### src/hw/rtl/pidsl_pkg.sv
// Shared types and constants for the incremental PID speed loop.
// Used by the register block, the datapath, the top level and the checker.
`timescale 1ns / 1ps

package pidsl_pkg;

	localparam int SETPOINT_W = 16;
	localparam int GAIN_W     = 32;
	localparam int ERRSUM_W   = 32;
	localparam int DRIVE_W    = 16;
	localparam int MV_W       = 64;

	// APB map: one 32-bit register every four bytes
	localparam int APB_DATA_W = 32;
	localparam int REG_IDX_W  = 3;
	localparam int APB_ADDR_W = REG_IDX_W + 2;

	localparam logic [REG_IDX_W-1:0] REG_ENABLE    = 3'd0;
	localparam logic [REG_IDX_W-1:0] REG_SETPOINT  = 3'd1;
	localparam logic [REG_IDX_W-1:0] REG_KP        = 3'd2;
	localparam logic [REG_IDX_W-1:0] REG_KI_DT     = 3'd3;
	localparam logic [REG_IDX_W-1:0] REG_KD_DIV_DT = 3'd4;

	localparam logic signed [ERRSUM_W-1:0] ERRSUM_MAX = {1'b0, {(ERRSUM_W-1){1'b1}}};
	localparam logic signed [ERRSUM_W-1:0] ERRSUM_MIN = {1'b1, {(ERRSUM_W-1){1'b0}}};
	localparam logic signed [DRIVE_W-1:0]  DRIVE_MAX  = {1'b0, {(DRIVE_W-1){1'b1}}};
	localparam logic signed [DRIVE_W-1:0]  DRIVE_MIN  = {1'b1, {(DRIVE_W-1){1'b0}}};

	// Programmed loop settings, register block to datapath
	typedef struct packed {
		logic                         enable;
		logic signed [SETPOINT_W-1:0] setpoint;
		logic signed [GAIN_W-1:0]     kp;
		logic signed [GAIN_W-1:0]     ki_dt;
		logic signed [GAIN_W-1:0]     kd_div_dt;
	} cfg_t;

endpackage

### src/hw/rtl/pidsl_regs.sv
// APB register block for the PID speed loop: enable, setpoint and three gains.
// Depends on pidsl_pkg for the register map and cfg_t.
`timescale 1ns / 1ps

module pidsl_regs (
	input  logic                             clk,
	input  logic                             arst_n,
	input  logic                             psel,
	input  logic                             penable,
	input  logic                             pwrite,
	input  logic [pidsl_pkg::APB_ADDR_W-1:0] paddr,
	input  logic [pidsl_pkg::APB_DATA_W-1:0] pwdata,
	output logic [pidsl_pkg::APB_DATA_W-1:0] prdata,
	output logic                             pready,
	output pidsl_pkg::cfg_t                  cfg
);

	pidsl_pkg::cfg_t                      cfg_q;
	logic                                 wr_en;
	logic [pidsl_pkg::REG_IDX_W-1:0]      idx;

	assign pready = 1'b1;
	assign idx    = paddr[pidsl_pkg::APB_ADDR_W-1:2];
	assign wr_en  = psel & penable & pwrite & pready;
	assign cfg    = cfg_q;

	always_ff @(posedge clk or negedge arst_n) begin
		if (!arst_n) begin
			cfg_q <= '0;
		end else if (wr_en) begin
			unique case (idx)
				pidsl_pkg::REG_ENABLE:    cfg_q.enable    <= pwdata[0];
				pidsl_pkg::REG_SETPOINT:  cfg_q.setpoint  <= pwdata[pidsl_pkg::SETPOINT_W-1:0];
				pidsl_pkg::REG_KP:        cfg_q.kp        <= pwdata[pidsl_pkg::GAIN_W-1:0];
				pidsl_pkg::REG_KI_DT:     cfg_q.ki_dt     <= pwdata[pidsl_pkg::GAIN_W-1:0];
				pidsl_pkg::REG_KD_DIV_DT: cfg_q.kd_div_dt <= pwdata[pidsl_pkg::GAIN_W-1:0];
				default: ;
			endcase
		end
	end

	always_comb begin
		unique case (idx)
			pidsl_pkg::REG_ENABLE:    prdata = {{(pidsl_pkg::APB_DATA_W-1){1'b0}}, cfg_q.enable};
			pidsl_pkg::REG_SETPOINT:  prdata = {{(pidsl_pkg::APB_DATA_W-pidsl_pkg::SETPOINT_W){1'b0}},
							cfg_q.setpoint};
			pidsl_pkg::REG_KP:        prdata = cfg_q.kp;
			pidsl_pkg::REG_KI_DT:     prdata = cfg_q.ki_dt;
			pidsl_pkg::REG_KD_DIV_DT: prdata = cfg_q.kd_div_dt;
			default:                  prdata = '0;
		endcase
	end

endmodule

### config.mk
export PLATFORM = sky130hd
export DESIGN_NAME = pidsl_regs
export DESIGN_NICKNAME = d
export VERILOG_FILES = /design/src/hw/rtl/pidsl_pkg.sv /design/src/hw/rtl/pidsl_regs.sv
export SDC_FILE = /design/constraint.sdc
export NUM_CORES = 1
export LEC_CHECK = 0
export BUFFER_PORTS_ARGS = -buffer_cell sky130_fd_sc_hd__buf_2
export CELL_PAD_IN_SITES_DETAIL_PLACEMENT = 1
export CELL_PAD_IN_SITES_GLOBAL_PLACEMENT = 1
export CORE_AREA = 2 2 124 126
export CTS_BUF_LIST = sky130_fd_sc_hd__clkbuf_16
export CTS_CLUSTER_DIAMETER = 200
export DETAILED_ROUTE_END_ITERATION = 8
export DIE_AREA = 0 0 126 128
export PLACE_DENSITY_LB_ADDON = 0.1
export SLEW_MARGIN = 20
export SYNTH_ARGS = -nofsm -noshare
export SYNTH_HDL_FRONTEND = slang
export SYNTH_SLANG_ARGS = --single-unit
### constraint.sdc
create_clock -name clk -period 1.65 [get_ports clk]
set_clock_uncertainty 0.1 [all_clocks]
set_input_delay 0.33 -clock clk [delete_from_list [all_inputs] [get_ports clk]]
set_output_delay 0.33 -clock clk [all_outputs]
set_load 0.01 [all_outputs]
Word level (Yosys, flattened, before mapping). Index checks and enable logic that the tools add are counted.

Eq/ne operators: 4. Multiplexer cells: 1. Bitwise logic cells: 2. Reductions and logical operators: 6.

Operators with widths (count): 32-bit case mux with 5 select lines (1); 2-bit AND reduction (5); 3-bit by 2-bit equality test with 1-bit output (second input constant) (2); 3-bit by 1-bit equality test with 1-bit output (second input constant) (1); 3-bit equality test (second input constant) (1); 3-bit zero test (1); 1-bit bitwise AND (2).

Bits in registers: 113. Bits of input ports: 42. Output and inout port bits: 146. Word-level logic and storage cells: 18.

Depth between registers and ports, before layout.
Depth in word-level cells: 3. Mapped depth: 5. Mapped depth without buffers: 3.

Worst setup path before layout. No wires, ideal clock.

Path type: input to output. Start point: in paddr[2] (netlist name). End point: out prdata[10] (netlist name). Data arrival time: 1.294 ns. Data required time: 1.220 ns. Path slack: -0.074 ns. Stages: 5. Buffers on the path: 2. Cells stage by stage: buf_4 buf_2 mux2i_1 nor2_1 a221o_1.

Longest elaborated chain between the ends: 2. Elaborated cells between the ends (all ways): 6. Those cells by class: 4 x eq/ne; 1 x mux; 1 x reduce/logical.

RTL lines: start: declaration (line pidsl_regs.sv:11) `input logic [pidsl_pkg::APB_ADDR_W-1:0] paddr,`; 3-bit equality test (tied with other cells) (line pidsl_regs.sv:43) `unique case (idx)`; 32-bit case mux with 5 select lines * (line pidsl_regs.sv:43); end: declaration (line pidsl_regs.sv:13) `output logic [pidsl_pkg::APB_DATA_W-1:0] prdata,`.

Mark *: on every way between the ends. The rest lies on a longest branch, timed or not.

Worst setup path in the final report.
Start point: reg cfg_q, in the netlist cfg[40]. End point: out prdata[8] (netlist name).

Longest elaborated chain between the ends: 1.

RTL lines: start: declaration (line pidsl_regs.sv:18) `pidsl_pkg::cfg_t cfg_q;`; 32-bit case mux with 5 select lines (line pidsl_regs.sv:43).

No other way between the ends.

==> run summary <==
Vias in the first global route: 4283
Vias: 3992
Pin count of the biggest net entering global routing: 75
Pleak: 3.98 nW
Count of cell types in the netlist: 22
Die area: 16100 um2
Worst slew pin tran: 0.520 ns
Initial Utilization: 34.0%
CTS tree: built
Fraction of layout cells with a size suffix above 1: 58.1%
#FFs+latches synth: 113
CTS Sinks: 113
Met3 Use GR: 5.55%
Setup violators final: 18
Crit path required time: 1.22 ns
Syn Area/Cell: 14.7 um2
Number of flip-flops in the largest register: 113
Clock Latency Late Sink: 0.40 ns
Routed Antenna Nets: 0
Setup_tns: -2.70 ns
Root buffer cell: clkbuf_16
Diode count: 0
Worst Setup Path Type: flip-flop to output port
Register area share after synthesis: 55.9%
Count leader, synth: dfrtp_1
Cell area power density: 1200 nW/um2
Hold Path Class: input pin to flip-flop
Cell taking the most area after synthesis: dfrtp_1
Initial DRT Pass Iterations: 4
Max Clk Rate: 545 MHz
Largest cells by area after synthesis: dfrtp_1 (56%), mux2_1 (16%), mux2_2 (9.1%)
Core Region: 14900 um2
Count of pins over their slew limit: 0
Synth async-reset ratio: 100%
CP Launch Type: flip-flop
Failing checks: setup timing
Slew margin rel.: 65.3%
Synth Warn #: 0
Antenna violations before repair: 0
Initial drt markers: 100
HPWL after DPL: 10200 um
Worst EP arrival: 1.41 ns
Max cap viols: 0
Final period utilization: 111%
Crit Path Max Fanout: 3
VDD IR max: 575 uV
Final routed DRC violation total: 0
Die height: 128 um
I/O Pins: 188
Worst Setup End Kind: output port
M1 GR Usage: 25.5%
Vias per inst: 4.97
Layout area overhead: 50.9%
Crit path max-delay cell type: dfrtp_1
Total Routing Usage GR: 19.8%
Num CTS Buffers: 17
Final WL: 15600 um
First-pass GRT wire length: 24400 um
Max H-tree Level: 4
Hold WS: 0.0726 ns
Hold Fails Final Rpt: 0
Share of the synthesized area in the top cell type: 55.9%
Status: complete, but fails checks
RSZ-0062 raised after global routing: yes
Port bufs: 184
Netlist Area Pre-Place: 5060 um2
FF/Latch Area: 2830 um2
Max incr delay on CP: 0.39 ns
Multi-input gate area: 2230 um2
CTS clk-pin slew, worst paths: 0.05 ns
GPL Wtd Cong: 0.729
Busiest grt layer: met2
FILL cells: 1573
Number of flops mapped to enable cells by yosys: 0
Rows: 45
Predominant post-synthesis flop cell: dfrtp_1
Die Wd: 126 um
GR Util met2: 32.5%
Min cycle time layout: 1.84 ns
Cells after Synth: 344
GR Overflow Total: 0
Fin nets: 647
List of most frequent post-synthesis cells: dfrtp_1 (113), mux2_1 (72), mux2_2 (41)
Net Count, Synth: 386
WL/cell: 19.4 um
Worst-path cell chain: mux2i_1 -> nor2_1 -> a221o_1 -> buf_2
Longest Clk Path Bufs: 2
Final critical-path setup slack: -0.186 ns
==> power by group <==
part | switching [mW] | internal, mW
clock network | 1.17 | 1.84
registers | 0.408 | 3.32
logic | 1.13 | 1.28
total | 2.71 | 6.44
==> kinds of logic after synthesis <==
group | count (synthesis) | synth area share, %
flip-flops | 113 | 55.9
buffers and inverters | 24 | 3.17
other | 1 | 0.0741
multiplexers | 146 | 31.7
AO/OA/AOI/OAI | 32 | 5.91
AND/OR/NAND/NOR | 28 | 3.26
==> cell type report <==
type / instances / area share (%)
clock buffers: 17 / 5.57
clock inverters: 13 / 0.787
inverters: 1 / 0.0492
multi-input cells: 207 / 29.2
flip-flops and latches: 113 / 37.1
well taps: 188 / 3.08
repair buffers: 265 / 24.3
==> per-stage QoR <==
step                      total power, mW  worst slack (ns)  utilization, %  instances  instance area [um2]
after global placement               5.69            -0.198            43.5        722                 6460
after floorplan                      4.69           0.00200               -        344                 5070
final                                9.15            -0.186            51.3        804                 7630
after global routing                 9.68            -0.283            51.3        804                 7630
after detailed placement             5.77            -0.243            43.5        722                 6460
after CTS                            9.12            -0.215            50.0        788                 7430
==> layout by cell type (no fill, tap or decap), drive strengths merged, types with 2 or more instances in the layout <==
cell     netlist  routed
mux2         113     113
clkbuf         0      19
a221o         15      15
nor3           3       3
buf           23     262
inv            1       5
mux2i         33      33
dfrtp        113     113
nor2          20      20
o2bb2ai       15      15
clkinv         0       8
nand2b         2       2
==> routing by layer <==
metal,up-vias,share of wire (%)
met2,129,49
met3,15,6.0
met5,-,0
met1,2045,43
met4,0,1.3
li1,1803,-
==> timing repair <==
item                                   CTS  global route
pin swaps                                9            15
hold buffers                             1             0
gates cloned                             2             2
buffers inserted                        33            17
setup endpoints to repair               32            32
resized for setup                       33            13
endpoints found under the hold margin  113             0
==> worst paths after layout <==
check                      depth (start not counted)   endpoint       start  slack, ns
min in group asynchronous                          3    cfg[20]      arst_n       0.39
max                                                4  prdata[8]     cfg[40]      -0.19
max in group asynchronous                          3    cfg[42]      arst_n       0.62
min                                                2    cfg[58]  pwdata[26]       0.07
max reg2reg                                        3    cfg[33]     cfg[33]       0.49
min reg2reg                                        1    cfg[55]     cfg[55]       0.40
==> critical path, delay by kind of cell (launching register included) <==
kind | cells | cell delay, ns
mux | 1 | 0.14
compound gates | 1 | 0.27
flops | 1 | 0.39
simple gates | 1 | 0.07
buf+inv | 1 | 0.14
Note: power is estimated with default switching activity, not from simulation.
